--- src/rtl/mpfd_pkg.sv ---
// Shared constants, types and helpers of the page framebuffer drawing engine.
`timescale 1ns / 1ps

package mpfd_pkg;

  localparam int unsigned SCREEN_WIDTH = 128;
  localparam int unsigned SCREEN_HEIGHT = 64;
  localparam int unsigned PAGE_ROWS = 8;
  localparam int unsigned PAGE_COUNT = (SCREEN_HEIGHT + PAGE_ROWS - 1) / PAGE_ROWS;
  localparam int unsigned STORE_BYTES = SCREEN_WIDTH * PAGE_COUNT;
  localparam int unsigned ADDR_W = $clog2(STORE_BYTES);
  localparam int unsigned GRP_W = 5;
  localparam int unsigned SPAN_COUNT = 4;
  localparam int unsigned FIFO_DEPTH = 2;
  localparam logic [2:0] ROW_FLIP = 3'b111;

  typedef enum logic [2:0] {
    CMD_CLEAR   = 3'd0,
    CMD_PIXEL   = 3'd1,
    CMD_OUTLINE = 3'd2,
    CMD_FILL    = 3'd3,
    CMD_READ    = 3'd4
  } cmd_e;

  typedef enum logic [1:0] {
    OP_CLEAR = 2'd0,
    OP_DRAW  = 2'd1,
    OP_READ  = 2'd2
  } op_e;

  typedef enum logic [2:0] {
    ST_INIT,
    ST_IDLE,
    ST_CLEAR,
    ST_READ,
    ST_READ_WAIT,
    ST_SPAN_LOAD,
    ST_SPAN_STEP,
    ST_MODIFY
  } st_e;

  typedef struct packed {
    logic       en;
    logic [7:0] xs;
    logic [7:0] xl;
    logic [7:0] js;
    logic [7:0] jl;
  } span_t;

  typedef struct packed {
    op_e                        op;
    logic                       color;
    logic [9:0]                 addr;
    span_t [SPAN_COUNT-1:0]     span;
  } desc_t;

  function automatic logic [ADDR_W-1:0] byte_addr(logic [GRP_W-1:0] grp, logic [7:0] col);
    logic [12:0] full;
    full = 13'(grp) * 13'(SCREEN_WIDTH) + 13'(col);
    return full[ADDR_W-1:0];
  endfunction

endpackage

--- src/rtl/mpfd_fifo.sv ---
// Short descriptor queue between the front end and the drawing sequencer.
`timescale 1ns / 1ps

module mpfd_fifo (
  input  logic            clk_i,
  input  logic            rst_ni,
  input  logic            push_i,
  input  mpfd_pkg::desc_t desc_i,
  input  logic            pop_i,
  output logic            full_o,
  output logic            head_valid_o,
  output mpfd_pkg::desc_t head_o
);

  localparam int unsigned PTR_W = $clog2(mpfd_pkg::FIFO_DEPTH);
  localparam int unsigned CNT_W = $clog2(mpfd_pkg::FIFO_DEPTH + 1);

  mpfd_pkg::desc_t  mem_q [mpfd_pkg::FIFO_DEPTH];
  logic [PTR_W-1:0] wr_ptr_q, wr_ptr_d, rd_ptr_q, rd_ptr_d;
  logic [CNT_W-1:0] cnt_q, cnt_d;

  assign full_o       = cnt_q == CNT_W'(mpfd_pkg::FIFO_DEPTH);
  assign head_valid_o = cnt_q != '0;
  assign head_o       = mem_q[rd_ptr_q];

  always_comb begin
    wr_ptr_d = wr_ptr_q;
    rd_ptr_d = rd_ptr_q;
    cnt_d    = cnt_q;
    if (push_i) begin
      wr_ptr_d = (wr_ptr_q == PTR_W'(mpfd_pkg::FIFO_DEPTH - 1)) ? '0 : wr_ptr_q + 1'b1;
    end
    if (pop_i) begin
      rd_ptr_d = (rd_ptr_q == PTR_W'(mpfd_pkg::FIFO_DEPTH - 1)) ? '0 : rd_ptr_q + 1'b1;
    end
    if (push_i && !pop_i) begin
      cnt_d = cnt_q + 1'b1;
    end else if (pop_i && !push_i) begin
      cnt_d = cnt_q - 1'b1;
    end
  end

  always_ff @(posedge clk_i or negedge rst_ni) begin
    if (!rst_ni) begin
      wr_ptr_q <= '0;
      rd_ptr_q <= '0;
      cnt_q    <= '0;
    end else begin
      wr_ptr_q <= wr_ptr_d;
      rd_ptr_q <= rd_ptr_d;
      cnt_q    <= cnt_d;
    end
  end

  always_ff @(posedge clk_i) begin
    if (push_i) begin
      mem_q[wr_ptr_q] <= desc_i;
    end
  end

endmodule

--- config.mk ---
export PLATFORM = sky130hd
export DESIGN_NAME = mpfd_fifo
export DESIGN_NICKNAME = d
export VERILOG_FILES = /design/src/rtl/mpfd_pkg.sv /design/src/rtl/mpfd_fifo.sv
export SDC_FILE = /design/constraint.sdc
export NUM_CORES = 1
export LEC_CHECK = 0
export BUFFER_PORTS_ARGS = -buffer_cell sky130_fd_sc_hd__buf_2
export CAP_MARGIN = 25
export CORE_MARGIN = 2
export CORE_UTILIZATION = 52
export CTS_CLUSTER_DIAMETER = 120
export DETAILED_ROUTE_END_ITERATION = 10
export GPL_ROUTABILITY_DRIVEN = 0
export PLACE_DENSITY = 0.79
export SLEW_MARGIN = 15
export SYNTH_ARGS = -nofsm -noshare
export SYNTH_HDL_FRONTEND = slang
export SYNTH_SLANG_ARGS = --single-unit
--- constraint.sdc ---
create_clock -name clk_i -period 9.7 [get_ports clk_i]
set_input_delay 2.91 -clock clk_i [delete_from_list [all_inputs] [get_ports clk_i]]
set_output_delay 2.91 -clock clk_i [all_outputs]
set_load 0.02 [all_outputs]
==> results of run 1 <==
## registers in the layout, indices dropped and copies added (netlist names)
| register | count |
|---|---|
| mem_q | 290 |
| cnt_q | 2 |
| rd_ptr_q | 1 |
| wr_ptr_q | 1 |
## final cells by class
class | instances | area share (%)
Clock inverter | 20 | 2.040
Inverter | 1 | 0.02795
Antenna cell | 1 | 0.01863
Clock buffer | 32 | 5.488
Multi-Input combinational cell | 156 | 12.87
Tap cell | 270 | 2.516
Sequential cell | 294 | 65.62
Timing Repair Buffer | 300 | 11.42
## critical path, delay by kind of cell, from the launching register on
family,cells,cell delay (ns)
flip-flops,1,0.61
buffers and inverters,3,1.19
multiplexers,1,0.44
## routing by layer
metal	vias to the layer above	share of wire, %	GRT usage (%)	routed length [um]
met1	2704	38	21.09	7601
met4	2	1.7	4.567	342
met5	-	0.054	0	11
li1	2495	-	-	-
met3	33	8.5	4.846	1713
met2	250	52	31.70	10540
## final timing paths
kind | from | end | slack, ns | cells after the start
min | cnt_q[1]$_DFFE_PN0P_ | cnt_q[1]$_DFFE_PN0P_ | 0.51 | 1
max in group asynchronous | rst_ni | rd_ptr_q$_DFFE_PN0P_ | 7.39 | 1
min reg2reg | cnt_q[1]$_DFFE_PN0P_ | cnt_q[1]$_DFFE_PN0P_ | 0.51 | 1
max | rd_ptr_q$_DFFE_PN0P_ | head_o[50] | 3.95 | 4
max reg2reg | wr_ptr_q$_DFFE_PN0P_ | mem_q[1][86]$_DFFE_PP_ | 7.09 | 2
min in group asynchronous | rst_ni | cnt_q[0]$_DFFE_PN0P_ | 2.18 | 1
## stage by stage
step                util, %  power (mW)  hold WS, ns  cells  instance area (um^2)
floorplan                 -       2.729       0.4474    467                 10740
global placement      61.22       3.015       0.4691   1020                 12390
detailed placement    61.22       3.055       0.5035   1020                 12390
CTS                   66.22       4.226       0.5115   1072                 13400
global route          66.36       4.366       0.5386   1073                 13430
finish                66.37       4.196       0.5056   1074                 13430
## power by group
part           switching (mW)  leakage, nW  internal (mW)
Clock                   0.436        0.491          0.729
Combinational           0.773         1.81          0.492
Sequential             0.0749         2.77           1.69
## layout by cell type, fill, tap and decap left out, types with 2 or more instances in the layout
cell type     n
clkbuf_1      3
mux2_2      145
dfrtp_1       3
xor2_1        4
clkinv_1      5
buf_4         4
buf_2       295
clkinvlp_4    2
bufinv_16     7
clkinv_2      6
edfxtp_1    290
clkbuf_16    29
## logic make-up (layout without fill, tap and decap cells)
family                   after synthesis  count (layout)
flip-flops                           294             294
AND/OR/NAND/NOR                        5               5
multiplexers                         145             145
other                                  0               1
XOR/XNOR                               5               5
buffers and inverters                 17             353
adder cells (fa/ha/maj)                1               1
==> impl_metrics.tcl, run 1 <==
set metrics [dict create \
    status "finished clean" \
    drt_iter0_markers 271 \
    period_needed_ns 5.747 \
    drc 0 \
    core_um2 20230 \
    path_max_fanout 67 \
    setup_violations 0 \
    setup_tns_ns 0 \
    clk_pin_slew_ns 0.06 \
    cts_sinks 294 \
    path_class "reg -> out" \
    fmax_mhz 174.0 \
    grtUsageTotal_pct 17.63 \
    grt_max_degree 81 \
    synthDominantAreaCellType "edfxtp_1" \
    hold_buffers 0 \
    viasPerCell 5.106 \
    slowest_delay_ns 0.73 \
    start_util_pct 53.05 \
    routedWlPerCell_um 18.82 \
    rows 52 \
    synthTopCellsByCount "edfxtp_1, mux2_2, clkbuf_8" \
    synthXorXnorAreaFrac_pct 0.4079 \
    clk_latency_ns 0.52 \
    synth_compound_area_share_pct 0 \
    slowest_stage "buf_4" \
    synthAdderAreaFrac_pct 0.1166 \
    antenna_left 0 \
    grt_pass1_vias 5816 \
    drv_slew 0 \
    multi_input_area_um2 1728 \
    p_per_area_nw_per_um2 312.4 \
    final_nets 931 \
    synthArstFlopShare_pct 1.361 \
    arrival_ns 2.84 \
    ctsResizeCount 0 \
    synthCells 467 \
    netlist_area_um2 10740 \
    path_cells "buf_16 -> buf_4 -> mux2_2 -> buf_2" \
    htreeDepth 1 \
    p_leak_nw 5.073 \
    finalCritPeriodShare_pct 59.24 \
    ys_seq_area_share_pct 82.05 \
    hpwlAfterDp_um 13230 \
    post_cts_buffers 0 \
    max_cap_viol_count 0 \
    overflow 0 \
    routed_wl_um 20210 \
    regArea_um2 8812 \
    numCtsBuffers 28 \
    end_kind "output pin" \
    ys.flop_type "edfxtp_1" \
    synthMuxAreaShare_pct 15.21 \
    yosysUniqueCellTypes 13 \
    syn_area_per_cell_um2 22.99 \
    synth_edf_count 290 \
    ys_ff_latch 294 \
    synth_warnings 0 \
    rsz0062_at_grt "no" \
    grt_first_pass_wirelength_um 30290 \
    hold_viol 0 \
    skew_ns 0.006072 \
    drive_above_1_share_pct 61.39 \
    cp-start-kind "flop" \
    antenna_found_initial 2 \
    peakVddDrop_mv 0.2388 \
    synthTopCellsByArea "edfxtp_1, mux2_2, clkbuf_8" \
    area_growth_pct 25.09 \
    clock-root-buffer "clkbuf_16" \
    synth.most_common_cell "edfxtp_1" \
    synth_top_family_by_area "multiplexers" \
    slew_headroom_pct 32.61 \
    hp-class "reg -> reg" \
    cts_tree "built" \
    dr.pass1.iters 4 \
    port_buffers 295 \
    synth_fp_nets 617 \
    synth-simple-area-share_pct 0.2681 \
    preCtsSetupSlack_ns 4.154 \
    die_area_um2 21810 \
    fillerInstances 1358 \
    vias 5484 \
    dieWidth_um 147.7 \
    netlist.area_leader.share_pct 81.12 \
    die_y_um 147.7 \
    ioPinCount 296 \
    fin_ws_ns 3.953 \
    worstPathRequired_ns 6.79 \
    tightest_slew_ns 1.011 \
    cts_max_path_buffers 3 \
]
Note: power is estimated with default switching activity, not from simulation.
==> run 2: changes to the inputs <==
clock period = 6 ns   (was 9.7 ns; I/O delays follow)
==> run 2 against run 1 <==
  * Clock power is 57% higher
  * Register-to-register slack worse by 3.2 ns
  * Sequential share of layout area hardly changed
  * Count of clock-buffer cells in the layout is 1 lower
  * Power is 60% higher
  * First-iteration DRC count is 9.6% higher
==> impl_metrics.tcl, run 2 (synthesis gave the netlist of run 1 again) <==
set metrics [dict create \
    status "finished clean" \
    cp.depth 3 \
    fin_ws_ns 1.587 \
    antenna_left 0 \
    viasPerCell 5.060 \
    hold_viol 0 \
    grtUsageTotal_pct 18.07 \
    port_buffers 295 \
    grt_pass1_vias 5781 \
    path_class "reg -> out" \
    drt_iter0_markers 297 \
    grt_max_degree 78 \
    dieWidth_um 147.7 \
    p_leak_nw 5.068 \
    routed_wl_um 20340 \
    ctsResizeCount 0 \
    clk_latency_ns 0.53 \
    die_area_um2 21810 \
    finalNonFillerCells 1075 \
    slowest_delay_ns 1.04 \
    peakVddDrop_mv 0.3596 \
    path_max_fanout 75 \
    final_core_util_pct 66.39 \
    drive_above_1_share_pct 61.02 \
    final_common_cell "buf_2" \
    htreeDepth 1 \
    preCtsSetupSlack_ns 2.103 \
    start_util_pct 53.05 \
    skew_ns 0.01709 \
    setup_tns_ns 0 \
    rows 52 \
    finalCritPeriodShare_pct 73.55 \
    period_needed_ns 4.413 \
    largest_reg_flops 290 \
    fmax_mhz 226.6 \
    drc 0 \
    fin_hold_ws_ns 0.4979 \
    grt_first_pass_wirelength_um 30640 \
    dpl-instance-area_um2 12410 \
    tightest_slew_ns 0.9965 \
    final_cell_mix "buf_2, edfxtp_1, mux2_2, clkbuf_16, clkinv_1" \
    drv_slew 0 \
    critical_path.top_delay_family "flip-flops" \
    core_um2 20230 \
    numCtsBuffers 29 \
    end_kind "output pin" \
    hpwlAfterDp_um 13690 \
    cts_tree "built" \
    post_cts_buffers 0 \
    final_nets 932 \
    area_growth_pct 25.13 \
    clock-root-buffer "clkbuf_16" \
    hold_buffers 0 \
    reg.largest.list "mem_q (290), cnt_q (2)" \
    cts_sinks 294 \
    whs_path_depth 1 \
    routedWlPerCell_um 18.92 \
    cp-start-kind "flop" \
    vias 5439 \
    fillerInstances 1334 \
    rsz0062_at_grt "no" \
    slew_headroom_pct 33.57 \
    hp-class "reg -> reg" \
    dr.pass1.iters 4 \
    slowest_stage "dfrtp_4" \
    placed_cells 1020 \
    antenna_found_initial 2 \
    finish.instance_area_um2 13430 \
    p_per_area_nw_per_um2 501.3 \
    crit_buf_inv 2 \
    total_power_mw 6.734 \
    ioPinCount 296 \
    path_cells "buf_12 -> mux2_2 -> buf_2" \
    reg2regPathDepth 2 \
    regMostFlops "mem_q" \
    setup_violations 0 \
    arrival_ns 2.61 \
    die_y_um 147.7 \
    clk_pin_slew_ns 0.06 \
    overflow 0 \
    worstPathRequired_ns 4.20 \
    max_cap_viol_count 0 \
    cts_max_path_buffers 3 \
]
-- run 2: cell types whose count changed in the layout (fill, tap and decap cells not counted), sizes merged --
cell,before,now
clkinv,11,14
clkbuf,32,31
clkinvlp,2,1
diode,1,2
bufinv,7,6
-- run 2: layout make-up --
class | count | area, um^2 | area share, %
clock inverter | 21 | 254.0 | 1.891
clock buffer | 31 | 733.2 | 5.458
tap | 270 | 337.8 | 2.515
inverter | 1 | 3.754 | 0.02794
timing repair buffer | 300 | 1559 | 11.61
antenna | 2 | 5.005 | 0.03726
sequential | 294 | 8812 | 65.60
multi-input combinational | 156 | 1728 | 12.86
-- run 2: worst paths after layout --
| path | start | end | slack [ns] |
|---|---|---|---|
| setup / recovery | rd_ptr_q$_DFFE_PN0P_ | head_o[15] | 1.59 |
| hold / removal | cnt_q[1]$_DFFE_PN0P_ | cnt_q[1]$_DFFE_PN0P_ | 0.50 |
| setup reg to reg | wr_ptr_q$_DFFE_PN0P_ | mem_q[1][67]$_DFFE_PP_ | 3.91 |
| hold reg to reg | cnt_q[1]$_DFFE_PN0P_ | cnt_q[1]$_DFFE_PN0P_ | 0.50 |
| max in group asynchronous | rst_ni | rd_ptr_q$_DFFE_PN0P_ | 4.79 |
| min in group asynchronous | rst_ni | wr_ptr_q$_DFFE_PN0P_ | 1.08 |
-- run 2: where the power goes --
group / switching (mW) / total (mW) / internal [mW]
registers: 0.189 / 2.92 / 2.73
logic: 1.18 / 1.98 / 0.803
clock network: 0.703 / 1.84 / 1.13
-- run 2: routing by layer --
layer	wire length [um]	part of all wire [%]	track usage (%)	vias up
met5	0	0	0	-
met4	497	2.4	5.481	0
met3	2117	10	6.605	39
met2	10360	51	31.65	257
met1	7366	36	20.85	2652
li1	-	-	-	2491
-- run 2: worst reg2reg max path: cells and delay by family, from the launching register on --
kind | cells | cell delay, ns
AND/OR/NAND/NOR | 1 | 0.80
buffers and inverters | 1 | 0.45
flip-flops | 1 | 0.42
