[config.mk]
export PLATFORM = sky130hd
export DESIGN_NAME = mpfd_front
export DESIGN_NICKNAME = d
export VERILOG_FILES = /design/src/rtl/mpfd_pkg.sv /design/src/rtl/mpfd_front.sv
export SDC_FILE = /design/constraint.sdc
export NUM_CORES = 1
export LEC_CHECK = 0
export BUFFER_PORTS_ARGS = -buffer_cell sky130_fd_sc_hd__buf_2
export CORE_UTILIZATION = 35
export DETAILED_ROUTE_END_ITERATION = 6
export PLACE_DENSITY = 0.77
export SYNTH_ARGS = -nofsm -noshare
export SYNTH_HDL_FRONTEND = slang
export SYNTH_SLANG_ARGS = --single-unit
[constraint.sdc]
create_clock -name vclk -period 9.2
set_clock_uncertainty 0.05 [all_clocks]
set_input_delay 1.84 -clock vclk [all_inputs]
set_output_delay 1.84 -clock vclk [all_outputs]
set_load 0.05 [all_outputs]
[src/rtl/mpfd_pkg.sv]
// Shared constants, types and helpers of the page framebuffer drawing engine.
`timescale 1ns / 1ps

package mpfd_pkg;

  localparam int unsigned SCREEN_WIDTH = 128;
  localparam int unsigned SCREEN_HEIGHT = 64;
  localparam int unsigned PAGE_ROWS = 8;
  localparam int unsigned PAGE_COUNT = (SCREEN_HEIGHT + PAGE_ROWS - 1) / PAGE_ROWS;
  localparam int unsigned STORE_BYTES = SCREEN_WIDTH * PAGE_COUNT;
  localparam int unsigned ADDR_W = $clog2(STORE_BYTES);
  localparam int unsigned GRP_W = 5;
  localparam int unsigned SPAN_COUNT = 4;
  localparam int unsigned FIFO_DEPTH = 2;
  localparam logic [2:0] ROW_FLIP = 3'b111;

  typedef enum logic [2:0] {
    CMD_CLEAR   = 3'd0,
    CMD_PIXEL   = 3'd1,
    CMD_OUTLINE = 3'd2,
    CMD_FILL    = 3'd3,
    CMD_READ    = 3'd4
  } cmd_e;

  typedef enum logic [1:0] {
    OP_CLEAR = 2'd0,
    OP_DRAW  = 2'd1,
    OP_READ  = 2'd2
  } op_e;

  typedef enum logic [2:0] {
    ST_INIT,
    ST_IDLE,
    ST_CLEAR,
    ST_READ,
    ST_READ_WAIT,
    ST_SPAN_LOAD,
    ST_SPAN_STEP,
    ST_MODIFY
  } st_e;

  typedef struct packed {
    logic       en;
    logic [7:0] xs;
    logic [7:0] xl;
    logic [7:0] js;
    logic [7:0] jl;
  } span_t;

  typedef struct packed {
    op_e                        op;
    logic                       color;
    logic [9:0]                 addr;
    span_t [SPAN_COUNT-1:0]     span;
  } desc_t;

  function automatic logic [ADDR_W-1:0] byte_addr(logic [GRP_W-1:0] grp, logic [7:0] col);
    logic [12:0] full;
    full = 13'(grp) * 13'(SCREEN_WIDTH) + 13'(col);
    return full[ADDR_W-1:0];
  endfunction

endpackage

[src/rtl/mpfd_front.sv]
// Front end: accepts command beats and turns them into span descriptors.
`timescale 1ns / 1ps

module mpfd_front (
  input  logic               in_valid_i,
  input  logic [2:0]         cmd_i,
  input  logic [7:0]         x_coord_i,
  input  logic [7:0]         y_coord_i,
  input  logic [7:0]         rect_width_i,
  input  logic [7:0]         rect_height_i,
  input  logic               color_i,
  input  logic [9:0]         byte_index_i,
  input  logic               fifo_full_i,
  input  logic               init_busy_i,
  output logic               in_stall_o,
  output logic               push_o,
  output mpfd_pkg::desc_t    desc_o
);

  logic [7:0] x_end, x_last, y_end, y_last, y_next;
  logic       empty, known;

  assign x_end  = x_coord_i + rect_width_i;
  assign x_last = x_coord_i + rect_width_i - 8'd1;
  assign y_end  = y_coord_i + rect_height_i;
  assign y_last = y_coord_i + rect_height_i - 8'd1;
  assign y_next = y_coord_i + 8'd1;
  assign empty  = (rect_width_i == 8'd0) || (rect_height_i == 8'd0);

  assign in_stall_o = fifo_full_i || init_busy_i;
  assign push_o     = in_valid_i && !in_stall_o && known;

  always_comb begin
    desc_o       = '0;
    desc_o.color = color_i;
    desc_o.addr  = byte_index_i;
    desc_o.op    = mpfd_pkg::OP_DRAW;
    known        = 1'b1;
    unique case (cmd_i)
      mpfd_pkg::CMD_CLEAR: begin
        desc_o.op = mpfd_pkg::OP_CLEAR;
      end
      mpfd_pkg::CMD_PIXEL: begin
        desc_o.span[0] = '{en: 1'b1, xs: x_coord_i, xl: x_coord_i,
                           js: y_coord_i, jl: y_coord_i};
      end
      mpfd_pkg::CMD_OUTLINE: begin
        desc_o.span[0] = '{en: !empty && (x_end > x_coord_i), xs: x_coord_i, xl: x_last,
                           js: y_coord_i, jl: y_coord_i};
        desc_o.span[1] = '{en: !empty && (x_end > x_coord_i), xs: x_coord_i, xl: x_last,
                           js: y_last, jl: y_last};
        desc_o.span[2] = '{en: !empty && (y_last > y_next), xs: x_coord_i, xl: x_coord_i,
                           js: y_next, jl: y_last - 8'd1};
        desc_o.span[3] = '{en: !empty && (y_last > y_next), xs: x_last, xl: x_last,
                           js: y_next, jl: y_last - 8'd1};
      end
      mpfd_pkg::CMD_FILL: begin
        desc_o.span[0] = '{en: !empty && (x_end > x_coord_i) && (y_end > y_coord_i),
                           xs: x_coord_i, xl: x_last, js: y_coord_i, jl: y_last};
      end
      mpfd_pkg::CMD_READ: begin
        desc_o.op = mpfd_pkg::OP_READ;
      end
      default: begin
        known = 1'b0;
      end
    endcase
  end

endmodule

==> out/metrics.csv, run 1 <==
metric,value,unit
grt_max_degree,28,
vdd_drop_max,0.03263,mV
grt_antenna_before_repair,0,
drt_iter0_drc,172,
grt_usage,0.2243,
cts_setup_buffers,0,
die_h,93.83,um
p_leak,0.001995,uW
setup_viol,0,
cp-end-kind,output port,
layout_min_cycle_time,7695,ps
fin_tns_setup,0,ps
vias_per_cell,5.336,
wl_met1,4.443,mm
ios,196,
drc,0,
finalCritPeriodShare,0.8364,
grt_pass1_vias,3012,
finalNetCount,629,
n_clock_buffer,0,
switching_power,251.6,uW
power,358.4,uW
fin_ws,1505,ps
p_seq_frac,0,
route.met3.wl,622,um
dp_slack,1530,ps
tightest_slew,997.7,ps
synth_cell_types,61,
synth_top_area_cell,ha_1,
cap_viol_max_count,0,
worstPathArrival,5810,ps
start_util,0.3610,
rows,33,
coreArea,0.008175,mm2
fmax,130.0,MHz
start_kind,input port,
drtAntennaViolNets,0,
die_area,0.008804,mm2
gp_congestion,0.9182,
syn2layout_area_growth,15.52,%
drive_gt1_frac,0.3558,
relSlewSlack,0.3297,
status,completed,
first_pass_iters,4,
ys_seq_area_frac,0,
postCtsResizedCells,0,
cp.required,7310,ps
synth_top_area_frac,0.1780,
path_class,input port to output port,
routed_wl,10.23,mm
met2WireLength,4.859,mm
vias,3410,
netlist_instances,437,
fill_cells,895,
slew_violations,0,
comb_power_share,1.000,
regArea,0,um2
cellPowerDensity,105.1,mW/mm2
worstPathMaxFanout,10,
p_int,106.8,uW
seq_cells,0,
grt_overflow,0,
hold_buffers,0,
synth_warnings,0,
syn_avg_cell_area,6.754,um2
hold_viol,0,
n_antenna_cell,0,
wl_per_cell,16.01,um
syn_area,0.002952,mm2
die_w,93.83,um
synthesis.nets,530,
rsz0062_at_grt,false,
switching_share,0.7019,
portBuffers,174,
route.top_layer_used,met4,
synth.area.top_cells,"ha_1 18%, buf_4 17%, nor2_1 7.4%, xnor2_1 5.6%, inv_1 4.6%",
hp-class,input port to output port,
hpwl,8.820,mm
grt_pass1_wl,15.53,mm
p_clk_frac,0,
## cell families (layout without fill, tap and decap cells)
kind of cell,Yosys count,in the layout,share of synthesized area
AND/OR/NAND/NOR,160,160,0.2654
buffers and inverters,116,213,0.2365
AO/OA/AOI/OAI,83,83,0.1942
adder cells (fa/ha/maj),45,45,0.1954
XOR/XNOR,29,29,0.09496
multiplexers,4,4,0.01357
## placed cells by master (no fill, tap or decap), types with 2 or more instances in the layout
cell type	instances
buf_2	174
nor3_1	23
o31ai_1	2
nand3_1	8
mux2i_1	4
a22oi_1	5
nand4_1	4
o211ai_1	3
fa_1	2
inv_1	36
nor2_1	58
or3_1	5
and4_1	2
a31oi_1	2
buf_4	2
o311ai_0	2
and3_1	5
xor2_1	8
nor2b_1	5
a21boi_0	2
nor3b_1	3
a21o_1	8
nor4_1	6
o21a_1	9
and2_1	2
a21oi_1	16
a211oi_1	6
nand2_1	27
ha_1	42
xnor2_1	19
o21ai_0	16
## critical path: stages
cell and delay [ps]:
buf_2 170, ha_1 260, fa_1 440, xnor2_2 280, ha_1 200, a21boi_0 350
o221ai_2 260, a211oi_1 330, nor3_1 100, nor2_1 210, inv_1 80, ha_1 310
nand2_1 100, nor3_1 60, mux2i_1 150, mux2i_1 100, a311oi_2 270, buf_2 300
## synth_stat cells (2+ instances only)
master	instances
a211oi_1	6
a21boi_0	2
a21o_1	8
a21oi_1	16
a22oi_1	5
a31oi_1	2
and2_1	2
and3_1	5
and4_1	2
buf_4	68
clkbuf_1	9
fa_1	2
ha_1	42
inv_1	36
mux2i_1	4
nand2_1	27
nand3_1	8
nand4_1	4
nor2_1	58
nor2b_1	5
nor3_1	23
nor3b_1	3
nor4_1	6
o211ai_1	3
o21a_1	9
o21ai_0	16
o311ai_0	2
o31ai_1	2
or3_1	5
xnor2_1	19
xor2_1	8
## power groups by stage
stage               sequential (uW)  combinational (uW)  clock (uW)
floorplan                         0                 298           0
global placement                  0                 350           0
detailed placement                0                 356           0
CTS                               0                 357           0
global route                      0                 388           0
finish                            0                 358           0
## area by class of cell
cell class	instances	area (um2)	share of cell area
inverter	37	138.9	0.04073
tap	105	131.4	0.03853
multi-input combinational	321	2253	0.6609
timing repair buffer	176	885.9	0.2598
## metrics by stage
stage | instances | instance area (um2) | hold slack (ps) | util
finish | 639 | 3410 | 3630 | 0.4170
global route | 639 | 3410 | 3630 | 0.4170
CTS | 639 | 3410 | 3630 | 0.4170
detailed placement | 639 | 3410 | 3630 | 0.4170
global placement | 639 | 3410 | 3630 | 0.4170
floorplan | 437 | 2952 | 3797 | -
## metal layers
layer  up-vias  global-route usage
li1       1653                   -
met1      1586              0.2818
met2       148              0.4027
met3        23             0.01942
met4         0             0.06538
met5         -                   0
## final timing paths
| path | to | slack, ps | cells past startpoint | from |
|---|---|---|---|---|
| max | desc_o[131] | 1500 | 18 | y_coord_i[0] |
| min | desc_o[134] | 3630 | 0 | byte_index_i[2] |
Power figures use the tool's default switching activity.
==> run 2: changes to the inputs <==
--- a/config.mk
+++ b/config.mk
@@ -8,7 +8,7 @@
 export BUFFER_PORTS_ARGS = -buffer_cell sky130_fd_sc_hd__buf_2
 export CORE_UTILIZATION = 35
 export DETAILED_ROUTE_END_ITERATION = 6
-export PLACE_DENSITY = 0.77
+export PLACE_DENSITY = 0.8
 export SYNTH_ARGS = -nofsm -noshare
 export SYNTH_HDL_FRONTEND = slang
 export SYNTH_SLANG_ARGS = --single-unit
==> constraint.sdc (replaced) <==
create_clock -name vclk -period 6.9
set_clock_uncertainty 0.05 [all_clocks]
set_input_delay 1.38 -clock vclk [all_inputs]
set_output_delay 1.38 -clock vclk [all_outputs]
set_load 0.05 [all_outputs]
==> out/metrics.csv, run 2 (same netlist as run 1, synthesis figures left out) <==
metric,value,unit,change
wl_per_cell,16.39,um,+2.3%
hold_viol,0,,unchanged
portBuffers,174,,unchanged
drc,0,,unchanged
startpoint,y_coord_i[0],,
status,completed,,
layout_commonest_cell,buf_2,,
power,492.3,uW,+37%
rows,33,,unchanged
switching_share,0.6938,,-0.008135
drt_iter0_drc,167,,-2.9%
start_util,0.3610,,unchanged
p_seq_frac,0,,unchanged
comb_power_share,1.000,,about the same
p_int,150.8,uW,+41%
routed_wl,10.55,mm,+3.1%
setup_viol,0,,unchanged
start_kind,input port,,
rsz0062_at_grt,false,,
grt_usage,0.2323,,+0.008038
cp.required,5470,ps,-1840 ps
layout_min_cycle_time,6604,ps,
cts_setup_buffers,0,,unchanged
n_antenna_cell,0,,unchanged
postLayoutCellArea,0.003468,mm2,+1.7%
finalCritPeriodShare,0.9571,,
postPlaceCellArea,0.003447,mm2,+1.1%
regArea,0,um2,unchanged
vdd_drop_max,0.06034,mV,+85%
drive_gt1_frac,0.3636,,+0.007831
worstPathArrival,5170,ps,-640 ps
coreArea,0.008175,mm2,unchanged
die_area,0.008804,mm2,unchanged
p_leak,0.002022,uW,+1.3%
final_cell_mix,"172 x buf_2, 58 x nor2_1, 42 x ha_1",,
cap_viol_max_count,0,,unchanged
hold_buffers,0,,unchanged
switching_power,341.5,uW,+36%
vias,3483,,+2.1%
p_clk_frac,0,,unchanged
hpwl,9.038,mm,+2.5%
seq_cells,0,,unchanged
cp-end-kind,output port,,
fmax,151.4,MHz,
tightest_slew,973.2,ps,-24.50 ps
grt_pass1_vias,3159,,+4.9%
vias_per_cell,5.408,,+1.3%
cellPowerDensity,141.9,mW/mm2,+35%
fin_ws,296.3,ps,-1209 ps
grt_pass1_wl,16.04,mm,+3.3%
die_h,93.83,um,unchanged
die_w,93.83,um,unchanged
cp-endpoint,desc_o[131],,
worstPathMaxFanout,5,,-5
path_class,input port to output port,,
gp_congestion,0.8954,,-2.5%
syn2layout_area_growth,17.51,%,
hp-class,input port to output port,,
grt_max_degree,28,,unchanged
slew_violations,0,,unchanged
fill_cells,882,,-1.5%
n_clock_buffer,0,,unchanged
finalNetCount,634,,+0.79%
grt_antenna_before_repair,0,,unchanged
dp_slack,200.4,ps,-1329 ps
first_pass_iters,5,,+1
ios,196,,unchanged
relSlewSlack,0.3462,,+0.01646
timing.hold.ws,2710,ps,-920.0 ps
fin_tns_setup,0,ps,unchanged
grt_overflow,0,,unchanged
holdPathStages,0,,unchanged
drtAntennaViolNets,0,,unchanged
## run 2: repair_timing
item | CTS | global route
endpoints found under the hold margin | 0 | 0
setup endpoints to repair | 0 | 2
gates resized for setup | 0 | 5
## run 2: power groups by stage
stage / clock network, uW / registers [uW] / logic (uW)
final: 0 / 0 / 492
after detailed placement: 0 / 0 / 484
after global routing: 0 / 0 / 532
after CTS: 0 / 0 / 486
after global placement: 0 / 0 / 476
after floorplan: 0 / 0 / 398
## run 2: through the flow
stage | utilization | cells
after CTS | 0.4216 | 644
after global routing | 0.4242 | 644
final | 0.4242 | 644
after global placement | 0.4216 | 644
after floorplan | - | 437
after detailed placement | 0.4216 | 644
## run 2: worst min-delay path by stage
stage / startpoint / endpoint
floorplan: byte_index_i[0] / desc_o[132]
global placement: byte_index_i[1] / desc_o[133]
detailed placement: byte_index_i[1] / desc_o[133]
CTS: byte_index_i[1] / desc_o[133]
global route: byte_index_i[8] / desc_o[140]
finish: byte_index_i[8] / desc_o[140]
## run 2: layout make-up
type | instances | area (um2) | share of cell area
Timing Repair Buffer | 181 | 928.4 | 0.2677
Tap cell | 105 | 131.4 | 0.03788
Multi-Input combinational cell | 321 | 2270 | 0.6544
Inverter | 37 | 138.9 | 0.04004
## run 2: per-layer routing
layer	wire, um	share of wire	global-route usage	up-vias
met5	0	0	0	-
met4	369	0.035	0.08077	0
met3	788	0.075	0.01133	34
met2	4931	0.47	0.4015	182
met1	4463	0.42	0.3045	1605
li1	-	-	-	1662
## run 2: critical path, stage by stage
cell      delay [ps]
buf_2            110
ha_1             230
fa_1             490
xnor2_4          240
ha_1             180
a21boi_1         250
o221ai_2         220
a211oi_1         330
nor3_1           100
nor2_1           250
inv_1             90
ha_1             320
nand2_1          100
nor3_1            60
mux2i_1          150
mux2i_1           90
a311oi_2         290
clkbuf_4         290
==> run 3: changes to the inputs <==
--- a/config.mk
+++ b/config.mk
@@ -8,7 +8,7 @@
 export BUFFER_PORTS_ARGS = -buffer_cell sky130_fd_sc_hd__buf_2
 export CORE_UTILIZATION = 35
 export DETAILED_ROUTE_END_ITERATION = 6
-export PLACE_DENSITY = 0.8
+export PLACE_DENSITY = 0.77
 export SYNTH_ARGS = -nofsm -noshare
 export SYNTH_HDL_FRONTEND = slang
 export SYNTH_SLANG_ARGS = --single-unit
==> constraint.sdc (replaced) <==
create_clock -name vclk -period 7.64
set_clock_uncertainty 0.05 [all_clocks]
set_input_delay 1.528 -clock vclk [all_inputs]
set_output_delay 1.528 -clock vclk [all_outputs]
set_load 0.05 [all_outputs]
==> out/metrics.csv, run 3 (same netlist as run 1, synthesis figures left out) <==
metric,value,unit,change
fmax,140.5,MHz,
portBuffers,174,,unchanged
cp_common_cell,ha_1,,
relSlewSlack,0.2795,,-0.06668
slew_violations,0,,unchanged
ios,196,,unchanged
grt_max_degree,28,,unchanged
wl_per_cell,15.87,um,-3.1%
postCtsResizedCells,0,,unchanged
setup_viol,0,,unchanged
drt_iter0_drc,135,,-19%
grt_pass1_vias,2963,,-6.2%
hold_viol,0,,unchanged
layout_commonest_cell,buf_2,,
die_w,93.83,um,unchanged
regArea,0,um2,unchanged
worstPathArrival,5540,ps,+370 ps
status,completed,,
holdPathEnd,desc_o[134],,
vias_per_cell,5.317,,-1.7%
start_kind,input port,,
p_leak,0.002000,uW,-1.1%
cp.required,6060,ps,+590 ps
final_cells,640,,-0.62%
routed_wl,10.16,mm,-3.7%
slowest_delay,440,ps,-50 ps
hp-class,input port to output port,,
hpwl,8.725,mm,-3.5%
worstPathMaxFanout,10,,+5
grt_usage,0.2158,,-0.01657
fin_ws,520.1,ps,+223.7 ps
cts_setup_buffers,0,,unchanged
dp_slack,562.7,ps,+362.3 ps
crit_chain,"buf_2, ha_1, fa_1, xnor2_2, ha_1, a21boi_0, o221ai_2, a211oi_1, nor3_1, nor2_1, inv_1, ha_1, nand2_1, nor3_1, mux2i_1, mux2i_1, a311oi_2, buf_2",,
finalNetCount,630,,-0.63%
cp-end-kind,output port,,
grt_overflow,0,,unchanged
drc,0,,unchanged
coreArea,0.008175,mm2,unchanged
hold_buffers,0,,unchanged
path_class,input port to output port,,
grt_pass1_wl,14.95,mm,-6.8%
final_cell_mix,"174 x buf_2, 58 x nor2_1, 42 x ha_1",,
drive_gt1_frac,0.3570,,-0.006627
cap_viol_max_count,0,,unchanged
vias,3403,,-2.3%
min-delay-start,byte_index_i[2],,
start_util,0.3610,,unchanged
cp_slowest_cell,fa_1,,
holdPathStages,0,,unchanged
layout_min_cycle_time,7120,ps,
tightest_slew,1072,ps,+99.26 ps
n_antenna_cell,0,,unchanged
drtAntennaViolNets,0,,unchanged
cellPowerDensity,126.4,mW/mm2,-11%
die_area,0.008804,mm2,unchanged
grt_antenna_before_repair,0,,unchanged
rows,33,,unchanged
rsz0062_at_grt,false,,
gp_congestion,0.9172,,+2.4%
n_clock_buffer,0,,unchanged
seq_cells,0,,unchanged
syn2layout_area_growth,15.77,%,
die_h,93.83,um,unchanged
fin_tns_setup,0,ps,unchanged
first_pass_iters,4,,-1
dp.cells,640,,-0.62%
vdd_drop_max,0.04664,mV,-23%
finalCritPeriodShare,0.9319,,
[run 3: critical path, delay by kind of cell]
family | cells | cell delay [ps]
buffers and inverters | 3 | 550
AND/OR/NAND/NOR | 4 | 450
AO/OA/AOI/OAI | 4 | 1250
adder cells (fa/ha/maj) | 4 | 1210
multiplexers | 2 | 260
XOR/XNOR | 1 | 280
[run 3: per-stage QoR]
| step | util | power, uW | cell area (um2) | hold slack, ps |
|---|---|---|---|---|
| global placement | 0.4180 | 422.9 | 3417 | 3006 |
| floorplan | - | 359.1 | 2952 | 3173 |
| global route | 0.4180 | 465.2 | 3417 | 3006 |
| finish | 0.4180 | 432.0 | 3417 | 3006 |
| CTS | 0.4180 | 430.8 | 3417 | 3006 |
| detailed placement | 0.4180 | 429.4 | 3417 | 3006 |
[run 3: how the worst max path moves through the flow]
| stage | startpoint | endpoint | slack, ps | cells past startpoint |
|---|---|---|---|---|
| after floorplan | y_coord_i[0] | desc_o[131] | 560 | 17 |
| after global placement | y_coord_i[0] | desc_o[131] | 750 | 18 |
| after detailed placement | y_coord_i[0] | desc_o[98] | 560 | 18 |
| after CTS | y_coord_i[0] | desc_o[98] | 560 | 18 |
| after global routing | y_coord_i[0] | desc_o[98] | 330 | 18 |
| final | y_coord_i[0] | desc_o[98] | 520 | 18 |
[run 3: routing by layer]
layer	vias up	routed length [um]	track usage
li1	1648	-	-
met1	1571	4281	0.2802
met2	160	4799	0.3698
met3	24	773	0.01537
met4	0	305	0.08077
met5	-	0	0
[run 3: layout make-up]
type	instances	area (um2)
Fill cell	914	4758
Multi-Input combinational cell	321	2253
Timing Repair Buffer	177	893.4
Inverter	37	138.9
Tap cell	105	131.4
[run 3: report_power, final]
part | total (uW) | switching (uW) | internal, uW
Combinational | 432 | 302 | 130
Sequential | 0 | 0 | 0
Clock | 0 | 0 | 0
Total | 432 | 302 | 130
